<file path="src/rtl/spq_pkg.sv">
package spq_pkg;

  localparam logic FUNC_PUSH = 1'b0;
  localparam logic FUNC_POP  = 1'b1;

  localparam logic [1:0] ST_OK    = 2'd0;
  localparam logic [1:0] ST_EMPTY = 2'd1;
  localparam logic [1:0] ST_FULL  = 2'd2;

  typedef struct packed {
    logic        func;
    logic [31:0] in_price;
    logic [15:0] in_weight;
    logic [15:0] in_sensor;
    logic [63:0] in_model;
    logic [15:0] in_tag;
  } in_t;

  typedef struct packed {
    logic        out_valid;
    logic [31:0] out_price;
    logic [15:0] out_weight;
    logic [15:0] out_sensor;
    logic [63:0] out_model;
    logic [15:0] out_tag;
    logic [1:0]  op_status;
    logic [4:0]  fill_level;
  } out_t;

  typedef struct packed {
    logic [31:0] price;
    logic [15:0] weight;
    logic [15:0] sensor;
    logic [63:0] model;
    logic [15:0] tag;
  } entry_t;

  typedef enum logic [1:0] {
    S_IDLE,
    S_SCAN,
    S_INS,
    S_POP
  } state_t;

  // True when stored entry a ranks below key b.
  function automatic logic ranks_below(entry_t a, entry_t b);
    logic r;
    if (a.price != b.price) r = a.price < b.price;
    else if (a.weight != b.weight) r = a.weight < b.weight;
    else if (a.sensor != b.sensor) r = a.sensor < b.sensor;
    else r = a.model > b.model;
    return r;
  endfunction

endpackage

</file>
<file path="src/rtl/spq_mem.sv">
module spq_mem import spq_pkg::*; #(
  parameter int DEPTH = 16,
  parameter int AW = 4
) (
  input  logic          clk,
  input  logic          we,
  input  logic [AW-1:0] waddr,
  input  entry_t        wdata,
  input  logic [AW-1:0] raddr,
  output entry_t        rdata
);

  entry_t mem [DEPTH];

  // Write one entry, read one entry with a registered output.
  always_ff @(posedge clk) begin
    if (we) begin
      mem[waddr] <= wdata;
    end
    rdata <= mem[raddr];
  end

endmodule

</file>
<file path="src/rtl/sorted_priority_queue_multikey_top.sv">
// Sorted priority queue with a compound key, held in one entry memory.
// Input: drive in_data and raise start while busy is low; the transaction
// is taken at that edge. in_data.func selects push or pop.
// Output: each transaction yields exactly one result, shown on out_data for
// one cycle with out_strobe high. The receiver cannot stall the block.
// Push on an empty or full queue, and pop on an empty queue, give the
// result in the cycle after start. A pop reads the top entry, then returns
// it from S_POP. A push into a queue neither empty nor full scans for its place:
// the scan walks down from the top, one memory read and one shifting write
// per cycle through the single read port and single write port.
// busy stays high until the result strobe; a new start is taken in the
// cycle of the strobe at the earliest.
// Reset (synchronous, rst_n low) empties the queue at once; memory
// contents are not cleared, since only entries below the count are read.
module sorted_priority_queue_multikey_top import spq_pkg::*; #(
  parameter int DEPTH = 16
) (
  input  logic clk,
  input  logic rst_n,
  input  logic start,
  output logic busy,
  input  in_t  in_data,
  output logic out_strobe,
  output out_t out_data
);

  localparam int AW = (DEPTH > 1) ? $clog2(DEPTH) : 1;
  localparam int CW = $clog2(DEPTH + 1);

  state_t        state_r, state_nxt;
  logic [CW-1:0] count_r, count_nxt;
  logic [AW-1:0] k_r, k_nxt;
  entry_t        new_r, new_nxt;
  out_t          out_r, out_nxt;
  logic          strobe_r, strobe_nxt;

  logic          we;
  logic [AW-1:0] waddr, raddr;
  entry_t        wdata, rdata, in_entry;

  spq_mem #(.DEPTH(DEPTH), .AW(AW)) u_mem (
    .clk(clk), .we(we), .waddr(waddr), .wdata(wdata),
    .raddr(raddr), .rdata(rdata)
  );

  assign in_entry = '{price: in_data.in_price, weight: in_data.in_weight,
                      sensor: in_data.in_sensor, model: in_data.in_model,
                      tag: in_data.in_tag};

  // Hold control state.
  always_ff @(posedge clk) begin
    if (!rst_n) begin
      state_r  <= S_IDLE;
      count_r  <= '0;
      strobe_r <= 1'b0;
    end else begin
      state_r  <= state_nxt;
      count_r  <= count_nxt;
      strobe_r <= strobe_nxt;
    end
  end

  // Hold payload.
  always_ff @(posedge clk) begin
    k_r   <= k_nxt;
    new_r <= new_nxt;
    out_r <= out_nxt;
  end

  // Sequence scan, shift, insert and pop.
  always_comb begin
    state_nxt  = state_r;
    count_nxt  = count_r;
    k_nxt      = k_r;
    new_nxt    = new_r;
    out_nxt    = out_r;
    strobe_nxt = 1'b0;
    we         = 1'b0;
    waddr      = k_r;
    wdata      = new_r;
    raddr      = AW'(count_r - CW'(1));
    case (state_r)
      S_IDLE: begin
        if (start) begin
          out_nxt = '0;
          if (in_data.func == FUNC_PUSH) begin
            new_nxt = in_entry;
            if (count_r == CW'(DEPTH)) begin
              strobe_nxt         = 1'b1;
              out_nxt.op_status  = ST_FULL;
              out_nxt.fill_level = 5'(count_r);
            end else if (count_r == '0) begin
              we                 = 1'b1;
              waddr              = '0;
              wdata              = in_entry;
              count_nxt          = CW'(1);
              strobe_nxt         = 1'b1;
              out_nxt.op_status  = ST_OK;
              out_nxt.fill_level = 5'd1;
            end else begin
              k_nxt     = AW'(count_r - CW'(1));
              state_nxt = S_SCAN;
            end
          end else begin
            if (count_r == '0) begin
              strobe_nxt         = 1'b1;
              out_nxt.op_status  = ST_EMPTY;
              out_nxt.fill_level = 5'(count_r);
            end else begin
              state_nxt = S_POP;
            end
          end
        end
      end
      S_SCAN: begin
        we    = 1'b1;
        waddr = k_r + AW'(1);
        if (ranks_below(rdata, new_r)) begin
          wdata              = new_r;
          count_nxt          = count_r + CW'(1);
          strobe_nxt         = 1'b1;
          out_nxt.op_status  = ST_OK;
          out_nxt.fill_level = 5'(count_r + CW'(1));
          state_nxt          = S_IDLE;
        end else begin
          wdata = rdata;
          if (k_r == '0) begin
            state_nxt = S_INS;
          end else begin
            raddr = k_r - AW'(1);
            k_nxt = k_r - AW'(1);
          end
        end
      end
      S_INS: begin
        we                 = 1'b1;
        waddr              = '0;
        wdata              = new_r;
        count_nxt          = count_r + CW'(1);
        strobe_nxt         = 1'b1;
        out_nxt.op_status  = ST_OK;
        out_nxt.fill_level = 5'(count_r + CW'(1));
        state_nxt          = S_IDLE;
      end
      S_POP: begin
        count_nxt          = count_r - CW'(1);
        strobe_nxt         = 1'b1;
        out_nxt.out_valid  = 1'b1;
        out_nxt.out_price  = rdata.price;
        out_nxt.out_weight = rdata.weight;
        out_nxt.out_sensor = rdata.sensor;
        out_nxt.out_model  = rdata.model;
        out_nxt.out_tag    = rdata.tag;
        out_nxt.op_status  = ST_OK;
        out_nxt.fill_level = 5'(count_r - CW'(1));
        state_nxt          = S_IDLE;
      end
      default: begin
        state_nxt = S_IDLE;
      end
    endcase
  end

  assign busy       = (state_r != S_IDLE);
  assign out_strobe = strobe_r;
  assign out_data   = out_r;

endmodule

</file>
<file path="config.mk">
export PLATFORM = sky130hd
export DESIGN_NAME = sorted_priority_queue_multikey_top
export DESIGN_NICKNAME = d
export VERILOG_FILES = /design/src/rtl/spq_pkg.sv /design/src/rtl/spq_mem.sv /design/src/rtl/sorted_priority_queue_multikey_top.sv
export SDC_FILE = /design/constraint.sdc
export NUM_CORES = 2
export LEC_CHECK = 0
export ABC_CLOCK_PERIOD_IN_PS = 12250
export BUFFER_PORTS_ARGS = -buffer_cell sky130_fd_sc_hd__buf_2
export CELL_PAD_IN_SITES_DETAIL_PLACEMENT = 0
export CELL_PAD_IN_SITES_GLOBAL_PLACEMENT = 1
export CORE_ASPECT_RATIO = 2
export CORE_MARGIN = 10
export CORE_UTILIZATION = 55
export CTS_BUF_LIST = sky130_fd_sc_hd__clkbuf_4
export CTS_CLUSTER_SIZE = 20
export DETAILED_ROUTE_END_ITERATION = 12
export PLACE_DENSITY_LB_ADDON = 0.1
export SYNTH_ARGS = -nofsm -noshare
export SYNTH_HDL_FRONTEND = slang
export SYNTH_SLANG_ARGS = --single-unit
</file>
<file path="constraint.sdc">
create_clock -name clk -period 12.25 [get_ports clk]
set_input_delay 2.45 -clock clk [delete_from_list [all_inputs] [get_ports clk]]
set_output_delay 2.45 -clock clk [all_outputs]
set_load 0.01 [all_outputs]
</file>
==> results.sh <==
export IMPL_port_buffers=301
export IMPL_detailedRoute_firstPassIterationCount=8
export IMPL_finalNetCount=7932
export IMPL_top_level_ports=302
export IMPL_drt_vias_per_instance=6.596
export IMPL_ys_types=71
export IMPL_cts_max_path_buffers=4
export IMPL_antenna_violating_nets_post_route=0
export IMPL_worst_setup_hold_path_clk_slew_ns=0.08
export IMPL_post_synth_instance_area_um2=109600
export IMPL_grtUsageTotal_pct=30.31
export IMPL_async_flop_share_pct=0
export IMPL_power_density_nw_per_um2=286.2
export IMPL_worstSetupEndpointType="flip-flop"
export IMPL_hold_viol=0
export IMPL_layout_drive_gt1_share_pct=18.79
export IMPL_cp_max_fo=37
export IMPL_routed_wire_length_per_instance_um=31.65
export IMPL_post_synth_top_count_cell="sky130_fd_sc_hd__edfxtp_1"
export IMPL_clock_tree_from_tritoncts="built"
export IMPL_h_tree_depth=6
export IMPL_max_cap_violations=0
export IMPL_area_post_placement_um2=113700
export IMPL_cts_inserted_buffers=611
export IMPL_ys_seq_area_share_pct=74.14
export IMPL_cts_sinks=2756
export IMPL_vert_die_dim_um=651.2
export IMPL_totalWireLength_um=339400
export IMPL_syn_instance_count=7153
export IMPL_clk_latency_ns=1.29
export IMPL_fmax_mhz=132.1
export IMPL_fp_row_count=231
export IMPL_grt_pass1_wl_um=485200
export IMPL_drc_violation_total_after_the_first_tritonroute_iteration=8443
export IMPL_outcome="completed"
export IMPL_die_area_um2=218600
export IMPL_multi_input_comb_area_um2=25380
export IMPL_setup_viol_count_final=0
export IMPL_dieWidth_um=335.6
export IMPL_synth_edf_count=2604
export IMPL_post_synthesis_register_bit_count=2756
export IMPL_fin_tns_setup_ns=0
export IMPL_postSynthNetCount=7437
export IMPL_synth_cells_most_frequent="sky130_fd_sc_hd__edfxtp_1, sky130_fd_sc_hd__a211oi_1, sky130_fd_sc_hd__nand2_1"
export IMPL_synthesis_area_per_instance_um2=15.32
export IMPL_via_count=70720
export IMPL_core_um2=198000
export IMPL_transition_at_the_pin_with_the_smallest_max_transition_slack_ns=1.266
export IMPL_first_global_vias=70640
export IMPL_library_cell_used_as_clock_root_buffer="sky130_fd_sc_hd__clkbuf_4"
export IMPL_cts_resized_gates=0
export IMPL_timing_critical_path_arrival_ns=8.67
export IMPL_worstPathRequired_ns=13.35
export IMPL_ys_flop_type="sky130_fd_sc_hd__edfxtp_1"
export IMPL_worst_setup_path_start_kind="flip-flop"
export IMPL_post_route_cell_area_um2=121700
export IMPL_power_leakage_nw=42.97
export IMPL_largest_net_degree_at_the_start_of_global_routing=186
export IMPL_number_of_antenna_violations_at_the_first_check_in_global_routing=24
export IMPL_remaining_drc_errors=0
export IMPL_hold_path_class="flip-flop to flip-flop"
export IMPL_critical_setup_path_class="flip-flop to flip-flop"
export IMPL_yosys_area_top_type="sky130_fd_sc_hd__edfxtp_1"
export IMPL_final_worst_clock_skew_ns=0.08381
export IMPL_synth_area_leaders="sky130_fd_sc_hd__edfxtp_1, sky130_fd_sc_hd__a211oi_1, sky130_fd_sc_hd__and3_1, sky130_fd_sc_hd__dfxtp_1, sky130_fd_sc_hd__mux2i_1"
export IMPL_initial_core_utilization_pct=55.34
export IMPL_final_min_clock_period_ns=7.568
export IMPL_timing_final_max_slew_violations=0
export IMPL_gp_congestion=0.8475
export IMPL_cts_hold_buffers=0
export IMPL_synth_warnings=0
export IMPL_area_sequential_um2=81240
export IMPL_slew_limit_headroom_pct=15.61
export IMPL_dp_hpwl_um=179300
export IMPL_yosys_area_top_type_share_pct=71.36
export IMPL_worst_ir_drop_vdd_v=0.0002533
export IMPL_period_share_pct=61.78
export IMPL_layout_area_overhead_vs_synth_pct=11.09
export IMPL_post_cts_buffers=0
export IMPL_rsz0062_at_grt="no"
export IMPL_overflow=0
export IMPL_num_fill_cells=15100
final timing paths:
path	from	to	slack, ns	cells after the start
setup / recovery	new_r[138]	u_mem.rdata[49]	4.68	17
setup reg to reg	new_r[138]	u_mem.rdata[49]	4.68	17
hold reg to reg	u_mem.rdata[3]	out_data[10]	0.53	1
hold / removal	u_mem.rdata[3]	out_data[10]	0.53	1
power by group:
| part | leakage [nW] | internal (mW) | total (mW) | switching (mW) |
|---|---|---|---|---|
| Combinational | 13.1 | 3.49 | 13.2 | 9.67 |
| Clock | 4.75 | 3.67 | 7.23 | 3.56 |
| Sequential | 25.1 | 13.8 | 14.4 | 0.665 |
| Total | 43.0 | 20.9 | 34.8 | 13.9 |
sequential cells by signal, indices dropped and copies added (netlist names):
name         flops
out_data       152
new_r          144
state_r          2
u_mem.rdata    144
out_strobe       1
count_r          5
u_mem.mem     2304
k_r              4
critical path, cell delays in order, from the launching register on:
cell and delay [ns]:
sky130_fd_sc_hd__edfxtp_1 0.37, sky130_fd_sc_hd__inv_1 0.07, sky130_fd_sc_hd__ha_1 0.36, sky130_fd_sc_hd__nand4_1 0.32, sky130_fd_sc_hd__or4_4 0.64, sky130_fd_sc_hd__nor4_4 0.72
sky130_fd_sc_hd__o41ai_2 0.19, sky130_fd_sc_hd__buf_4 0.23, sky130_fd_sc_hd__o2111a_1 0.19, sky130_fd_sc_hd__a31oi_2 0.38, sky130_fd_sc_hd__nand3_2 0.41, sky130_fd_sc_hd__mux2i_4 0.48
sky130_fd_sc_hd__buf_4 0.52, sky130_fd_sc_hd__nand2_4 0.49, sky130_fd_sc_hd__buf_4 0.64, sky130_fd_sc_hd__buf_4 0.60, sky130_fd_sc_hd__a211oi_1 0.08, sky130_fd_sc_hd__or4_1 0.57
routing by layer:
metal / vias up / GRT usage, % / share of wire [%]
met5: - / 0 / 0.011
met1: 36190 / 37.83 / 37
met4: 6 / 14.55 / 4.7
met2: 3811 / 51.26 / 50
met3: 782 / 4.964 / 8.1
li1: 29930 / - / -
cells by family after synthesis:
family,Yosys count,share of synthesized area [%]
buffers and inverters,837,2.982
AND/OR/NAND/NOR,1616,7.751
AO/OA/AOI/OAI,1533,11.06
flip-flops,2756,74.14
XOR/XNOR,5,0.03996
multiplexers,269,2.465
adder cells (fa/ha/maj),137,1.562
cell usage in the layout (no fill, tap or decap), drive strengths merged, types with 65 or more instances in the layout:
master,count
a311oi,207
or4,72
a211oi,725
clkinv,161
mux2i,265
a31oi,71
a21oi,71
inv,303
nand2,605
and2,149
buf,435
o21ai,86
clkbuf,904
nand3,80
edfxtp,2604
o221a,65
dfxtp,152
and3,573
ha,136
a222oi,144
layout make-up:
cell class / instances / area share [%]
Sequential cell: 2756 / 66.74
Multi-Input combinational cell: 3560 / 20.85
Clock buffer: 904 / 5.576
Tap cell: 2563 / 2.635
Timing Repair Buffer: 435 / 2.321
Clock inverter: 198 / 0.9498
Inverter: 284 / 0.8758
Antenna cell: 23 / 0.04729
stage by stage:
stage | worst slack (ns) | hold WS [ns] | total power [mW] | std cells | util (%)
detailed placement | 4.757 | 0.5254 | 27.65 | 9598 | 57.44
global route | 4.581 | 0.5488 | 36.27 | 10710 | 61.46
floorplan | 1.473 | 0.5103 | 22.52 | 7153 | -
CTS | 4.753 | 0.5264 | 34.85 | 10700 | 61.45
global placement | 4.250 | 0.5309 | 27.39 | 9597 | 57.43
finish | 4.682 | 0.5285 | 34.83 | 10720 | 61.48
(Power assumes the default switching activity.)
